==> src/rtl/core/ddgs_pkg.sv <==
// shared types, constants and functions for the goal steering block
package ddgs_pkg;

    localparam int CORDIC_STEPS = 16;
    localparam int POS_WIDTH    = 24;
    localparam int ZW           = 26;

    localparam logic signed [15:0] HALF_TURN = 16'sd23040;
    localparam logic signed [19:0] FULL_TURN = 20'sd46080;
    localparam logic signed [15:0] QUARTER   = 16'sd11520;
    localparam logic [12:0]        PROP_FULL = 13'd5760;
    localparam logic [16:0]        SPEED_MAX = 17'd65535;
    localparam logic signed [15:0] UNIT_14   = 16'sd16384;
    localparam logic [31:0]        CORDIC_K  = 32'd652032874;
    localparam int                 QUO_BITS  = 18;

    // n / 5760 as ((n >> 7) * RECIP_45) >> 29, exact for n below 2^30
    localparam int                 PROP_SHIFT  = 7;
    localparam logic [23:0]        RECIP_45    = 24'd11930465;
    localparam int                 RECIP_SHIFT = 29;

    localparam logic [1:0] REG_SPEED = 2'd0;
    localparam logic [1:0] REG_STOP  = 2'd1;
    localparam logic [1:0] REG_THR   = 2'd2;

    typedef enum logic [3:0] {
        ST_IDLE, ST_MUL_C, ST_MUL_S, ST_POS_Y, ST_ROT, ST_VST, ST_VEC, ST_DECIDE,
        ST_SQ_X, ST_SQ_Y, ST_SQ_L, ST_CMP, ST_PMUL, ST_DIV_INIT, ST_DIV, ST_FIN
    } t_state;

    typedef struct packed {
        logic start;
        logic vector;
    } t_cordic_cmd;

    typedef struct packed {
        logic busy;
        logic done;
    } t_cordic_stat;

    function automatic logic signed [22:0] atan_q16(input logic [4:0] idx);
        logic signed [22:0] v;
        unique case (idx)
            5'd0:  v = 23'sd2949120;
            5'd1:  v = 23'sd1740967;
            5'd2:  v = 23'sd919879;
            5'd3:  v = 23'sd466945;
            5'd4:  v = 23'sd234379;
            5'd5:  v = 23'sd117304;
            5'd6:  v = 23'sd58666;
            5'd7:  v = 23'sd29335;
            5'd8:  v = 23'sd14668;
            5'd9:  v = 23'sd7334;
            5'd10: v = 23'sd3667;
            5'd11: v = 23'sd1833;
            5'd12: v = 23'sd917;
            5'd13: v = 23'sd458;
            5'd14: v = 23'sd229;
            5'd15: v = 23'sd115;
            5'd16: v = 23'sd57;
            5'd17: v = 23'sd29;
            5'd18: v = 23'sd14;
            5'd19: v = 23'sd7;
            5'd20: v = 23'sd4;
            5'd21: v = 23'sd2;
            5'd22: v = 23'sd1;
            default: v = 23'sd0;
        endcase
        return v;
    endfunction

    // one wrap step either way covers every sum this block forms
    function automatic logic signed [15:0] wrap_angle(input logic signed [19:0] a);
        logic signed [19:0] r;
        if (a < -20'(HALF_TURN)) begin
            r = a + FULL_TURN;
        end else if (a > 20'(HALF_TURN)) begin
            r = a - FULL_TURN;
        end else begin
            r = a;
        end
        return r[15:0];
    endfunction

endpackage

==> src/rtl/core/diff_drive_goal_steering.sv <==
// top level of the differential drive go-to-goal steering block
//
// input beats on s_axis: kind in tuser (0 odometry tick, 1 set target),
// wheel travels and target offsets in tdata. one result beat per input
// beat on m_axis with wheel speeds, robot and goal position, bearing error.
// registers drive_speed, stop_distance, turn_threshold on the apb port at
// byte addresses 0, 4 and 8.
// a set-target beat goes from idle straight to the result state.
// a tick runs the heading and position states, the shared cordic unit
// for the facing and again for the bearing, and a decide state; 3
// multiplies and a compare for the stop test follow, then one multiply
// for the proportional product and a reciprocal multiply for the divide
// by 5760. turning in place leaves for the result state at decide,
// stopping at the compare and steering after the divide. the result is
// registered in the result state once the output register is free, then
// the sequencer goes idle and takes the next beat. s_axis_tready is high only while the sequencer is idle.
// the result sits in an output register; the next beat is taken while it
// waits, and that beat's result waits until the receiver takes the first.
// reset clears position, target and heading, sets the facing to zero
// degrees and loads the register defaults.
module diff_drive_goal_steering #(
    parameter int CORDIC_STEPS = ddgs_pkg::CORDIC_STEPS,
    parameter int POS_WIDTH    = ddgs_pkg::POS_WIDTH
) (
    input  logic          i_clk,
    input  logic          i_rst_n,
    input  logic          s_axis_tvalid,
    output logic          s_axis_tready,
    input  logic [79:0]   s_axis_tdata,   // left_travel, right_travel, target_dx, target_dy
    input  logic          s_axis_tuser,   // kind
    output logic          m_axis_tvalid,
    input  logic          m_axis_tready,
    output logic [151:0]  m_axis_tdata,   // first_speed, second_speed, robot_x, robot_y,
                                          // goal_x, goal_y, bearing_error, zero fill
    input  logic          psel,
    input  logic          penable,
    input  logic          pwrite,
    input  logic [3:0]    paddr,
    input  logic [31:0]   pwdata,
    output logic [31:0]   prdata,
    output logic          pready
);

    localparam int PW = POS_WIDTH;
    localparam int CW = (PW + 11 > 34) ? PW + 11 : 34;
    localparam int MW = (PW + 1 > 25) ? PW + 1 : 25;
    localparam int ZW = ddgs_pkg::ZW;
    localparam int QB = ddgs_pkg::QUO_BITS;

    ddgs_pkg::t_state       r_state, n_state;
    ddgs_pkg::t_cordic_cmd  cmd;
    ddgs_pkg::t_cordic_stat stat;

    logic [15:0]            r_speed;
    logic [11:0]            r_stop;
    logic [5:0]             r_thr;
    logic signed [PW-1:0]   r_pos_x, r_pos_y, r_tgt_x, r_tgt_y, r_dx, r_dy;
    logic signed [15:0]     r_heading, r_cos, r_sin, r_err, r_off;
    logic signed [16:0]     r_sum, r_first, r_second;
    logic                   r_neg, r_zero, r_qneg;
    logic signed [2*MW-1:0] r_prod;
    logic [2*MW:0]          r_acc;
    logic [31:0]            r_rem;
    logic [QB-1:0]          r_quo;
    logic                   r_k;
    logic                   r_prop;
    logic                   r_m_valid;
    logic [151:0]           r_m_data;

    logic signed [MW-1:0]   mul_a, mul_b;
    logic signed [CW-1:0]   cx, cy, vx, vy, xr, yr;
    logic signed [ZW-1:0]   cz, rz;
    logic signed [15:0]     in_left, in_right, hfold, cos_n, sin_n, atan_v, err_n, thr;
    logic signed [16:0]     hsum;
    logic signed [PW:0]     ax, ay;
    logic                   s_acc, cfg_wr, out_free;
    logic signed [16:0]     qval;
    logic [16:0]            qsat;

    function automatic logic signed [15:0] clamp14(input logic signed [CW-1:0] v);
        logic signed [15:0] r;
        if (v > CW'(ddgs_pkg::UNIT_14)) begin
            r = ddgs_pkg::UNIT_14;
        end else if (v < -CW'(ddgs_pkg::UNIT_14)) begin
            r = -ddgs_pkg::UNIT_14;
        end else begin
            r = v[15:0];
        end
        return r;
    endfunction

    assign in_left  = s_axis_tdata[15:0];
    assign in_right = s_axis_tdata[31:16];
    assign s_acc    = s_axis_tvalid && s_axis_tready;
    assign out_free = !r_m_valid || m_axis_tready;
    assign cfg_wr   = psel && penable && pwrite && pready;
    assign pready   = 1'b1;

    // configuration registers
    always_ff @(posedge i_clk) begin
        if (!i_rst_n) begin
            r_speed <= 16'd100;
            r_stop  <= 12'd10;
            r_thr   <= 6'd5;
        end else if (cfg_wr) begin
            unique case (paddr[3:2])
                ddgs_pkg::REG_SPEED: r_speed <= pwdata[15:0];
                ddgs_pkg::REG_STOP:  r_stop  <= pwdata[11:0];
                ddgs_pkg::REG_THR:   r_thr   <= pwdata[5:0];
                default: ;
            endcase
        end
    end

    always_comb begin
        unique case (paddr[3:2])
            ddgs_pkg::REG_SPEED: prdata = {16'd0, r_speed};
            ddgs_pkg::REG_STOP:  prdata = {20'd0, r_stop};
            ddgs_pkg::REG_THR:   prdata = {26'd0, r_thr};
            default:             prdata = 32'd0;
        endcase
    end

    ddgs_cordic #(.STEPS(CORDIC_STEPS), .CW(CW)) u_cordic (
        .i_clk   (i_clk),
        .i_rst_n (i_rst_n),
        .i_cmd   (cmd),
        .i_x     (cx),
        .i_y     (cy),
        .i_z     (cz),
        .o_stat  (stat),
        .o_x     (vx),
        .o_y     (vy),
        .o_z     (rz)
    );

    // next state
    always_comb begin
        n_state = r_state;
        unique case (r_state)
            ddgs_pkg::ST_IDLE:     if (s_acc) n_state = s_axis_tuser ? ddgs_pkg::ST_FIN
                                                                     : ddgs_pkg::ST_MUL_C;
            ddgs_pkg::ST_MUL_C:    n_state = ddgs_pkg::ST_MUL_S;
            ddgs_pkg::ST_MUL_S:    n_state = ddgs_pkg::ST_POS_Y;
            ddgs_pkg::ST_POS_Y:    n_state = ddgs_pkg::ST_ROT;
            ddgs_pkg::ST_ROT:      if (stat.done) n_state = ddgs_pkg::ST_VST;
            ddgs_pkg::ST_VST:      n_state = ddgs_pkg::ST_VEC;
            ddgs_pkg::ST_VEC:      if (stat.done) n_state = ddgs_pkg::ST_DECIDE;
            ddgs_pkg::ST_DECIDE:   n_state = (r_err < -thr || r_err > thr) ? ddgs_pkg::ST_FIN
                                                                           : ddgs_pkg::ST_SQ_X;
            ddgs_pkg::ST_SQ_X:     n_state = ddgs_pkg::ST_SQ_Y;
            ddgs_pkg::ST_SQ_Y:     n_state = ddgs_pkg::ST_SQ_L;
            ddgs_pkg::ST_SQ_L:     n_state = ddgs_pkg::ST_CMP;
            ddgs_pkg::ST_CMP:      n_state = (r_acc < (2*MW+1)'(r_prod)) ? ddgs_pkg::ST_FIN
                                                                         : ddgs_pkg::ST_PMUL;
            ddgs_pkg::ST_PMUL:     n_state = ddgs_pkg::ST_DIV_INIT;
            ddgs_pkg::ST_DIV_INIT: n_state = ddgs_pkg::ST_DIV;
            ddgs_pkg::ST_DIV:      if (!r_k) n_state = ddgs_pkg::ST_FIN;
            ddgs_pkg::ST_FIN:      if (out_free) n_state = ddgs_pkg::ST_IDLE;
            default:               n_state = ddgs_pkg::ST_IDLE;
        endcase
    end

    // control outputs and operand selection
    always_comb begin
        s_axis_tready = (r_state == ddgs_pkg::ST_IDLE);
        cmd.start     = (r_state == ddgs_pkg::ST_POS_Y) || (r_state == ddgs_pkg::ST_VST);
        cmd.vector    = (r_state == ddgs_pkg::ST_VST);
        mul_a = '0;
        mul_b = '0;
        unique case (r_state)
            ddgs_pkg::ST_MUL_C: begin
                mul_a = MW'(r_cos);
                mul_b = MW'(r_sum);
            end
            ddgs_pkg::ST_MUL_S: begin
                mul_a = MW'(r_sin);
                mul_b = MW'(r_sum);
            end
            ddgs_pkg::ST_SQ_X: begin
                mul_a = MW'(ax);
                mul_b = MW'(ax);
            end
            ddgs_pkg::ST_SQ_Y: begin
                mul_a = MW'(ay);
                mul_b = MW'(ay);
            end
            ddgs_pkg::ST_SQ_L: begin
                mul_a = MW'({r_stop, 8'd0});
                mul_b = MW'({r_stop, 8'd0});
            end
            ddgs_pkg::ST_PMUL: begin
                mul_a = MW'({1'b0, r_speed});
                mul_b = (r_err > 0) ? MW'(signed'(16'(ddgs_pkg::PROP_FULL)) - r_err)
                                    : MW'(signed'(16'(ddgs_pkg::PROP_FULL)) + r_err);
            end
            ddgs_pkg::ST_DIV: if (r_k) begin
                mul_a = MW'(signed'({1'b0, r_rem[31:ddgs_pkg::PROP_SHIFT]}));
                mul_b = MW'(signed'({1'b0, ddgs_pkg::RECIP_45}));
            end
            default: ;
        endcase
    end

    // datapath helpers
    always_comb begin
        thr   = 16'({r_thr, 7'd0});
        hsum  = 17'(r_heading) + 17'(r_heading > ddgs_pkg::QUARTER ? -ddgs_pkg::HALF_TURN
                              : (r_heading < -ddgs_pkg::QUARTER ? ddgs_pkg::HALF_TURN : 16'sd0));
        hfold = hsum[15:0];
        cx = '0;
        cy = '0;
        cz = '0;
        if (r_state == ddgs_pkg::ST_POS_Y) begin
            cx = CW'(signed'({1'b0, ddgs_pkg::CORDIC_K}));
            cz = ZW'(hfold) <<< 9;
        end else begin
            cx = CW'(r_dx) <<< 8;
            cy = CW'(r_dy) <<< 8;
            if (r_dx < 0) begin
                cx = -cx;
                cy = -cy;
            end
        end
        xr    = (vx + CW'(32768)) >>> 16;
        yr    = (vy + CW'(32768)) >>> 16;
        cos_n = clamp14(r_neg ? -xr : xr);
        sin_n = clamp14(r_neg ? -yr : yr);
        atan_v = r_zero ? 16'sd0
               : ddgs_pkg::wrap_angle(20'(r_off) + 20'((rz + ZW'(256)) >>> 9));
        err_n = ddgs_pkg::wrap_angle(20'(atan_v) - 20'(r_heading) + 20'(ddgs_pkg::HALF_TURN));
        ax    = (r_dx < 0) ? -(PW+1)'(r_dx) : (PW+1)'(r_dx);
        ay    = (r_dy < 0) ? -(PW+1)'(r_dy) : (PW+1)'(r_dy);
        qsat  = (r_quo > QB'(ddgs_pkg::SPEED_MAX)) ? ddgs_pkg::SPEED_MAX : 17'(r_quo);
        qval  = r_qneg ? -signed'(qsat) : signed'(qsat);
    end

    always_ff @(posedge i_clk) begin
        if (!i_rst_n) begin
            r_state <= ddgs_pkg::ST_IDLE;
        end else begin
            r_state <= n_state;
        end
    end

    // navigation state
    always_ff @(posedge i_clk) begin
        if (!i_rst_n) begin
            r_pos_x   <= '0;
            r_pos_y   <= '0;
            r_tgt_x   <= '0;
            r_tgt_y   <= '0;
            r_heading <= '0;
            r_cos     <= ddgs_pkg::UNIT_14;
            r_sin     <= '0;
        end else begin
            unique case (r_state)
                ddgs_pkg::ST_IDLE: if (s_acc) begin
                    if (s_axis_tuser) begin
                        r_tgt_x <= r_pos_x + PW'(signed'(s_axis_tdata[55:32]));
                        r_tgt_y <= r_pos_y + PW'(signed'(s_axis_tdata[79:56]));
                    end else begin
                        r_heading <= ddgs_pkg::wrap_angle(20'(r_heading)
                                     + 20'((17'(in_right) - 17'(in_left)) >>> 1));
                    end
                end
                ddgs_pkg::ST_MUL_S: r_pos_x <= r_pos_x + PW'(r_prod >>> 15);
                ddgs_pkg::ST_POS_Y: r_pos_y <= r_pos_y + PW'(r_prod >>> 15);
                ddgs_pkg::ST_ROT: if (stat.done) begin
                    r_cos <= cos_n;
                    r_sin <= sin_n;
                end
                default: ;
            endcase
        end
    end

    // working registers
    always_ff @(posedge i_clk) begin
        r_prod <= mul_a * mul_b;
        unique case (r_state)
            ddgs_pkg::ST_IDLE: begin
                r_sum    <= 17'(in_left) + 17'(in_right);
                r_first  <= '0;
                r_second <= '0;
                r_err    <= '0;
            end
            ddgs_pkg::ST_POS_Y: r_neg <= (r_heading > ddgs_pkg::QUARTER)
                                      || (r_heading < -ddgs_pkg::QUARTER);
            ddgs_pkg::ST_ROT: begin
                r_dx <= r_pos_x - r_tgt_x;
                r_dy <= r_pos_y - r_tgt_y;
            end
            ddgs_pkg::ST_VST: begin
                r_zero <= (r_dx == 0) && (r_dy == 0);
                r_off  <= (r_dx >= 0) ? 16'sd0
                        : ((r_dy >= 0) ? ddgs_pkg::HALF_TURN : -ddgs_pkg::HALF_TURN);
            end
            ddgs_pkg::ST_VEC: if (stat.done) r_err <= err_n;
            ddgs_pkg::ST_DECIDE: begin
                if (r_err < -thr) begin
                    r_first  <= 17'({1'b0, r_speed});
                    r_second <= -17'({1'b0, r_speed});
                end else begin
                    r_first  <= -17'({1'b0, r_speed});
                    r_second <= 17'({1'b0, r_speed});
                end
            end
            ddgs_pkg::ST_SQ_Y: r_acc <= (2*MW+1)'(r_prod);
            ddgs_pkg::ST_SQ_L: r_acc <= r_acc + (2*MW+1)'(r_prod);
            ddgs_pkg::ST_CMP: begin
                r_first  <= '0;
                r_second <= '0;
            end
            ddgs_pkg::ST_DIV_INIT: begin
                r_qneg <= r_prod < 0;
                r_rem  <= (r_prod < 0) ? 32'(-r_prod) : 32'(r_prod);
                r_k    <= 1'b1;
            end
            ddgs_pkg::ST_DIV: begin
                r_k <= 1'b0;
                if (!r_k) begin
                    r_quo <= QB'(r_prod >>> ddgs_pkg::RECIP_SHIFT);
                    if (r_err > 0) begin
                        r_first  <= '0;
                        r_second <= 17'({1'b0, r_speed});
                    end else begin
                        r_first  <= 17'({1'b0, r_speed});
                        r_second <= '0;
                    end
                end
            end
            default: ;
        endcase
    end

    // the proportional wheel takes the quotient until the result is stored
    always_ff @(posedge i_clk) begin
        if (!i_rst_n) begin
            r_prop <= 1'b0;
        end else if ((r_state == ddgs_pkg::ST_DIV) && !r_k) begin
            r_prop <= 1'b1;
        end else if (r_state == ddgs_pkg::ST_IDLE) begin
            r_prop <= 1'b0;
        end
    end

    // output register
    always_ff @(posedge i_clk) begin
        if (!i_rst_n) begin
            r_m_valid <= 1'b0;
        end else if (r_state == ddgs_pkg::ST_FIN && out_free) begin
            r_m_valid <= 1'b1;
        end else if (m_axis_tready) begin
            r_m_valid <= 1'b0;
        end
    end

    always_ff @(posedge i_clk) begin
        if (r_state == ddgs_pkg::ST_FIN && out_free) begin
            r_m_data <= {6'd0, r_err, 24'(r_tgt_y), 24'(r_tgt_x), 24'(r_pos_y), 24'(r_pos_x),
                         (r_prop && r_err <= 0) ? qval : r_second,
                         (r_prop && r_err > 0) ? qval : r_first};
        end
    end

    assign m_axis_tvalid = r_m_valid;
    assign m_axis_tdata  = r_m_data;

`ifndef SYNTHESIS
    a_ready_idle: assert property (@(posedge i_clk) disable iff (!i_rst_n)
        s_axis_tready |-> !stat.busy)
        else $error("input ready while cordic busy");
    a_heading_range: assert property (@(posedge i_clk) disable iff (!i_rst_n)
        r_heading >= -ddgs_pkg::HALF_TURN && r_heading <= ddgs_pkg::HALF_TURN)
        else $error("heading out of range");
    a_facing_range: assert property (@(posedge i_clk) disable iff (!i_rst_n)
        r_cos >= -ddgs_pkg::UNIT_14 && r_cos <= ddgs_pkg::UNIT_14
        && r_sin >= -ddgs_pkg::UNIT_14 && r_sin <= ddgs_pkg::UNIT_14)
        else $error("facing out of range");
    a_prop_hold: assert property (@(posedge i_clk) disable iff (!i_rst_n)
        r_prop |-> (r_state == ddgs_pkg::ST_FIN || r_state == ddgs_pkg::ST_IDLE))
        else $error("proportional flag outside result cycle");
`endif

endmodule

==> src/rtl/core/ddgs_cordic.sv <==
// shared cordic micro-rotation unit, one step per cycle
module ddgs_cordic #(
    parameter int STEPS = ddgs_pkg::CORDIC_STEPS,
    parameter int CW    = 34
) (
    input  logic                         i_clk,
    input  logic                         i_rst_n,
    input  ddgs_pkg::t_cordic_cmd        i_cmd,
    input  logic signed [CW-1:0]         i_x,
    input  logic signed [CW-1:0]         i_y,
    input  logic signed [ddgs_pkg::ZW-1:0] i_z,
    output ddgs_pkg::t_cordic_stat       o_stat,
    output logic signed [CW-1:0]         o_x,
    output logic signed [CW-1:0]         o_y,
    output logic signed [ddgs_pkg::ZW-1:0] o_z
);

    localparam int SW = (STEPS > 1) ? $clog2(STEPS) : 1;

    logic signed [CW-1:0]           r_x, r_y, n_x, n_y, xs, ys;
    logic signed [ddgs_pkg::ZW-1:0] r_z, n_z, ang;
    logic [SW-1:0]                  r_step;
    logic                           r_busy, r_done, r_vec, ccw;

    always_comb begin
        xs  = r_x >>> r_step;
        ys  = r_y >>> r_step;
        ang = ddgs_pkg::ZW'(ddgs_pkg::atan_q16(5'(r_step)));
        ccw = r_vec ? (r_y < 0) : (r_z >= 0);
        if (ccw) begin
            n_x = r_x - ys;
            n_y = r_y + xs;
            n_z = r_z - ang;
        end else begin
            n_x = r_x + ys;
            n_y = r_y - xs;
            n_z = r_z + ang;
        end
    end

    always_ff @(posedge i_clk) begin
        if (!i_rst_n) begin
            r_busy <= 1'b0;
            r_done <= 1'b0;
            r_step <= '0;
        end else begin
            r_done <= 1'b0;
            if (i_cmd.start) begin
                r_busy <= 1'b1;
                r_step <= '0;
            end else if (r_busy) begin
                r_step <= r_step + 1'b1;
                if (r_step == SW'(STEPS - 1)) begin
                    r_busy <= 1'b0;
                    r_done <= 1'b1;
                end
            end
        end
    end

    always_ff @(posedge i_clk) begin
        if (i_cmd.start) begin
            r_x   <= i_x;
            r_y   <= i_y;
            r_z   <= i_z;
            r_vec <= i_cmd.vector;
        end else if (r_busy) begin
            r_x <= n_x;
            r_y <= n_y;
            r_z <= n_z;
        end
    end

    assign o_stat.busy = r_busy;
    assign o_stat.done = r_done;
    assign o_x = r_x;
    assign o_y = r_y;
    assign o_z = r_z;

endmodule

==> config.mk <==
export PLATFORM = sky130hd
export DESIGN_NAME = diff_drive_goal_steering
export DESIGN_NICKNAME = d
export VERILOG_FILES = /design/src/rtl/core/ddgs_pkg.sv /design/src/rtl/core/diff_drive_goal_steering.sv /design/src/rtl/core/ddgs_cordic.sv
export SDC_FILE = /design/constraint.sdc
export NUM_CORES = 2
export LEC_CHECK = 0
export ABC_AREA = 1
export BUFFER_PORTS_ARGS = -buffer_cell sky130_fd_sc_hd__buf_2
export CORE_MARGIN = 1.5
export CORE_UTILIZATION = 28
export CTS_CLUSTER_DIAMETER = 40
export DETAILED_ROUTE_END_ITERATION = 10
export GPL_ROUTABILITY_DRIVEN = 0
export REMOVE_ABC_BUFFERS = 1
export SKIP_CTS_REPAIR_TIMING = 1
export SYNTH_ARGS = -nofsm -noshare
export SYNTH_HDL_FRONTEND = slang
export SYNTH_SLANG_ARGS = --single-unit
==> constraint.sdc <==
create_clock -name i_clk -period 17.4 [get_ports i_clk]
set_clock_uncertainty 0.2 [all_clocks]
set_input_delay 1.74 -clock i_clk [delete_from_list [all_inputs] [get_ports i_clk]]
set_output_delay 1.74 -clock i_clk [all_outputs]
set_load 0.1 [all_outputs]
Yosys cells after proc, flatten, opt, wreduce, memory -nomap -nowiden
Memory sizes are Yosys's and may differ from the RTL's. A register that Yosys moved wholly into a read port is not among the register bits.
Cells that the tools add are included.
{"block": "op_classes", "n_bitwise": 4, "reduce_logical": 39, "div_mod_pow": 0, "shifts": 2, "mux": 75, "eq_ne": 23, "multipliers": 1, "magnitude_cmp": 25, "addsub": 42}
{"cell": "35-bit 2-to-1 mux", "n": 12}
{"cell": "16-bit 2-to-1 mux", "n": 16}
{"cell": "25-bit one-hot mux with 7 select lines", "n": 1}
{"cell": "25-bit one-hot mux with 6 select lines", "n": 1}
{"cell": "17-bit 2-to-1 mux", "n": 8}
{"cell": "26-bit 2-to-1 mux", "n": 4}
{"cell": "17-bit one-hot mux with 3 select lines", "n": 2}
{"cell": "51-bit one-hot mux with 2 select lines", "n": 1}
{"cell": "25-bit 2-to-1 mux", "n": 4}
{"cell": "24-bit adder", "n": 4}
{"cell": "35-bit by 17-bit adder with 35-bit output, second input constant", "n": 2}
{"cell": "35-bit adder", "n": 2}
{"cell": "35-bit by 16-bit greater-than comparator with 1-bit output, second input constant", "n": 2}
{"cell": "35-bit by 15-bit < comparator with 1-bit output, second input constant", "n": 2}
{"cell": "19-bit negator with 35-bit output", "n": 2}
{"cell": "32-bit negator with 35-bit output", "n": 2}
{"cell": "35-bit by 4-bit >>> shifter with 35-bit output", "n": 2}
{"cell": "35-bit subtractor", "n": 2}
{"cell": "32-bit logical NOT", "n": 2}
{"cell": "4-bit one-hot mux with 16 select lines", "n": 1}
{"cell": "18-bit by 16-bit greater-than comparator with 1-bit output, second input constant", "n": 3}
{"cell": "51-bit adder", "n": 1}
{"cell": "51-bit < comparator", "n": 1}
{"cell": "50-bit by 1-bit < comparator with 1-bit output, second input constant", "n": 1}
{"cell": "64 further kinds", "n": 133}
{"block": "word_totals", "word_cells": 248, "romBits": 352, "latchBits": 0, "reg_bits": 719, "ram_bits": 0, "memories": 1}
{"name": "(no name shown)", "depth": 16, "width": 22, "read_ports": 1, "rd_ports_with_merged_regs": 1, "wr": 0, "line": "ddgs_pkg.sv:43", "rtl": "unique case (idx)"}

Logic depth before layout (Yosys ltp)
{"block": "logic_depth", "depth_word": 13, "mapped_depth": 48}

Modules after synthesis
Synthesis repeated with hierarchy kept, for this count alone.
{"block": "hier_totals", "hier_cells": 11283, "area_unflattened_um2": 83446.3}
{"mod": "diff_drive_goal_steering", "cells_per_inst": 8636, "n_inst": 1, "area_each_um2": 67278.3}
{"mod": "ddgs_cordic", "cells_per_inst": 2647, "n_inst": 1, "area_each_um2": 16168.0}

Worst setup path after synthesis
OpenSTA, ideal clock, no wires.
{"block": "synth_timing", "kind": "input-to-reg", "startpoint": "input m_axis_tready", "endpoint": "register r_m_data[0] (netlist: m_axis_tdata[0]) (enable)", "t_arrival_ps": 11633, "path_buffers": 0, "required_ps": 16370, "stages": 2, "path_slack_ps": 4737, "cell_sequence": "nor2_1 nor3_1"}
{"block": "synth_between", "elab_chain_cells": 2}
{"item": "from (decl)", "line": "diff_drive_goal_steering.sv:32", "rtl": "input logic m_axis_tready,"}
{"item": "1-bit logical OR", "line": "diff_drive_goal_steering.sv:95", "rtl": "assign out_free = !r_m_valid || m_axis_tready;"}
{"item": "1-bit logical AND", "line": "diff_drive_goal_steering.sv:360", "rtl": "if (r_state == ddgs_pkg::ST_FIN && out_free) begin"}
{"item": "to (signal assigned)", "line": "diff_drive_goal_steering.sv:361", "rtl": "r_m_data <= {6'd0, r_err, 24'(r_tgt_y), 24'(r_tgt_x), 24'(r_pos_y), 24'(r_pos_x),"}
{"item": "to (decl)", "line": "diff_drive_goal_steering.sv:68", "rtl": "logic [151:0] r_m_data;"}
No other way between the ends.
A chain may end at the register's enable or synchronous reset.

Worst setup path after layout
{"block": "layout_timing", "startpoint": "register r_state[0]", "endpoint": "register r_prod[48]"}
{"block": "layout_between", "elab_chain_cells": 4, "word_cells_on_any_way": 11, "cone_classes": "mul: 1; eq/ne: 7; mux: 2; reduce/logical: 1"}
{"item": "from (decl)", "line": "diff_drive_goal_steering.sv:50", "rtl": "ddgs_pkg::t_state r_state, n_state;"}
{"item": "from (signal assigned)", "line": "diff_drive_goal_steering.sv:240", "rtl": "r_state <= ddgs_pkg::ST_IDLE;"}
{"item": "from (signal assigned)", "line": "diff_drive_goal_steering.sv:242", "rtl": "r_state <= n_state;"}
{"item": "4-bit by 2-bit equality test with 1-bit output / 4-bit by 1-bit equality test with 1-bit output (equally long branches)", "line": "diff_drive_goal_steering.sv:171", "rtl": "unique case (r_state)"}
{"item": "2-bit OR reduction (no source line)"}
{"item": "25-bit one-hot mux with 6 select lines", "line": "diff_drive_goal_steering.sv:171"}
{"item": "25-bit by 25-bit multiplier with 50-bit output *", "line": "diff_drive_goal_steering.sv:280", "rtl": "r_prod <= mul_a * mul_b;"}
{"item": "to (signal assigned)", "line": "diff_drive_goal_steering.sv:280"}
{"item": "to (decl)", "line": "diff_drive_goal_steering.sv:61", "rtl": "logic signed [2*MW-1:0] r_prod;"}
Every way passes the cells marked *; elsewhere a longest branch is shown, timed or not.

==> results.md <==
* Final ANT Viol Nets at 0
* Drt wl/cell at 19.5 um
* Synth Flop Type: edfxtp_1
* Clk pwr share at 13.9%
* PwrDens at 214 mW/mm2
* Ports at 311
* DRC at 0
* Global-route usage over all layers at 19.5%
* Cts bufs inserted at 140
* DRT iter0 DRCs at 7191
* Finished Layout Cells at 14966
* Synth Register Bits at 721
* Max clock buf depth at 3
* Lkg Pwr at 43.7 nW
* Cell Area, Synth at 0.0816 mm2
* Critical-path top delay cell: inv_1
* Initial antenna violation count at 28
* Post-route minimum period at 10.88 ns
* Number of vias per cell at 4.94
* Initial Utilization at 28.2%
* Filler instances at 31245
* Cell taking the most area after synthesis: edfxtp_1
* # nets final at 12368
* Worst Hold Class: flip-flop to flip-flop
* Post-synth cell types at 82
* Comb pwr share at 69.3%
* Pre-Repair DR Iteration Count at 6
* Placed cells at 14687
* Row count at 197
* Number of flops mapped to enable cells by yosys at 459
* FFs w/ async S/R, synth at 0%
* Most frequent cell after synthesis: nand2_1
* Top cell family by delay on the critical path: adder cells
* Fin util at 31.8%
* Chip Width at 543 um
* Number of global-route vias before repair at 70052
* Share of cells above drive strength 1 at 7.65%
* Post-Syn Area per Cell at 7.58 um2
* CP Launch Type: flip-flop
* Final Slew Violations at 0
* Arr. time, crit path at 11.33 ns
* Root Buffer: clkbuf_16
* Switching power share of the total at 55.9%
* CTS tree: yes
* Die H at 543 um
* Post-synth top area share at 16.9%
* Cells after Synth at 10758
* Fin crit share at 62.6%
* Critical Path Sink Type: flip-flop
* Cell-internal power at 0.00867 W
* Synth warn at 0
* Gr ovfl total at 0
* Main area contributors after synthesis: edfxtp_1, fa_1, nand2_1, ha_1, inv_1
* Crit-path max cell delay at 0.93 ns
* Slew @ Worst Pin at 1.36 ns
* Wirelength, routed at 292 mm
* Status: completed
* Clk slew on worst S/H paths at 0.05 ns
* RSZ-0062 raised after global routing: false
* Top post-synthesis cells by count: nand2_1, inv_1, nor2_1, a21oi_1, o21ai_0
* Fin. Hold Viols at 0
* Slew headroom at 9.20%
* P_sw at 0.0110 W
* Die area at 0.295 mm2
* Highest Clock Rate at 0.0919 GHz
* Largest net degree at the start of global routing at 104
* TNS Setup at 0 ns
* Worst-Skew Late Latency at 0.81 ns
* Crit Path Class: flip-flop to flip-flop
* Seq pwr share at 16.8%
* CP required at 17.85 ns
* Core Region at 0.289 mm2
* Clock tree sinks at 721
* Area added between synthesis and finish at 12.6%
* IO buf count at 269
* H-tree levels at 4
* Post-synthesis sequential area ratio at 23.3%
* CP Buf/Inv Count at 10
* Max VDD drop at 0.150 mV
* First-pass GRT wire length at 437 mm
* # setup viols final at 0
* Most frequent CP cell: inv_1
* Max FO, Critical Path at 23
* DP HPWL at 236 mm
* Max-cap check violation count at 0
* Vias at 73941
final cells by class:
type	count	area (um2)	area share, %
diodes	18	45.0	0.0490
clock buffers	166	3730	4.06
clock inverters	95	1040	1.13
inverters	1916	7200	7.84
multi-input cells	7819	54000	58.8
flip-flops and latches	721	19000	20.7
well taps	3880	4850	5.28
repair buffers	351	1960	2.14
layer usage:
metal	GRT usage (%)	wire length, um
met1	25.9	124000
met3	2.99	22500
met5	0	58
met2	29.9	127000
met4	11.4	18700
power groups by stage:
stage / logic, W / registers [W] / clock network [W]
6_report: 0.0136 / 0.00330 / 0.00274
5_1_grt: 0.0151 / 0.00332 / 0.00285
4_1_cts: 0.0134 / 0.00328 / 0.00278
3_5_place_dp: 0.0133 / 0.00330 / 0
3_3_place_gp: 0.0132 / 0.00330 / 0
2_1_floorplan: 0.00924 / 0.00303 / 0
worst paths after layout:
path / cells past startpoint / slack, ns / from / endpoint
setup / recovery: 35 / 6.52 / r_state[0] / r_prod[48]
hold / removal: 0 / 0.23 / r_tgt_y[11] / m_axis_tdata[117]
setup reg to reg: 35 / 6.52 / r_state[0] / r_prod[48]
hold reg to reg: 0 / 0.23 / r_tgt_y[11] / m_axis_tdata[117]
cells in the final DEF, fill, tap and decap left out, types with 57 or more instances in the layout:
master,count
o21ai_0,728
a21oi_1,752
o22ai_1,57
buf_4,83
nand2_1,2178
xor2_1,369
nor2_1,922
buf_2,268
xnor2_1,126
o211ai_1,64
o21ai_1,75
inv_1,1873
dfxtp_1,258
nand3_1,410
a31oi_1,66
fa_1,674
nor3_1,108
ha_1,621
edfxtp_1,459
clkbuf_16,142
nand4_1,98
logic make-up after synthesis:
group	Yosys count	synth area share, %
AND/OR/NAND/NOR	3987	20.6
multiplexers	21	0.262
other	2	0.00921
AO/OA/AOI/OAI	1993	13.6
adder cells (fa/ha/maj)	1295	26.1
XOR/XNOR	500	5.41
buffers and inverters	2239	10.7
flip-flops	721	23.3
flip-flops by register name, summed over array words and instances (netlist names), 22 cells and up:
| register | count |
|---|---|
| r_dx | 24 |
| r_pos_x | 24 |
| r_pos_y | 24 |
| r_acc | 51 |
| u_cordic.o_z | 26 |
| r_dy | 24 |
| r_rem | 25 |
| u_cordic.o_x | 35 |
| r_prod | 50 |
| m_axis_tdata | 146 |
| r_tgt_y | 24 |
| u_cordic.ang | 22 |
| r_tgt_x | 24 |
| u_cordic.o_y | 35 |
worst reg2reg max path, delay by kind of cell (launching register included):
| kind | cells | cell delay [ns] |
|---|---|---|
| xor+xnor | 1 | 0.15 |
| compound gates | 4 | 1.34 |
| flops | 1 | 0.44 |
| simple gates | 12 | 2.20 |
| fa+ha+maj | 8 | 4.19 |
| buf+inv | 10 | 2.22 |
through the flow:
step                power [W]  instance area (um2)  hold WS (ns)  worst slack [ns]
floorplan              0.0123                80100         0.208              4.74
global placement       0.0165                87100         0.209              6.75
detailed placement     0.0166                87100         0.215              6.67
CTS                    0.0195                91800         0.211              6.62
global route           0.0213                91900         0.221              5.81
finish                 0.0197                91900         0.227              6.52
(Power assumes the default switching activity.)
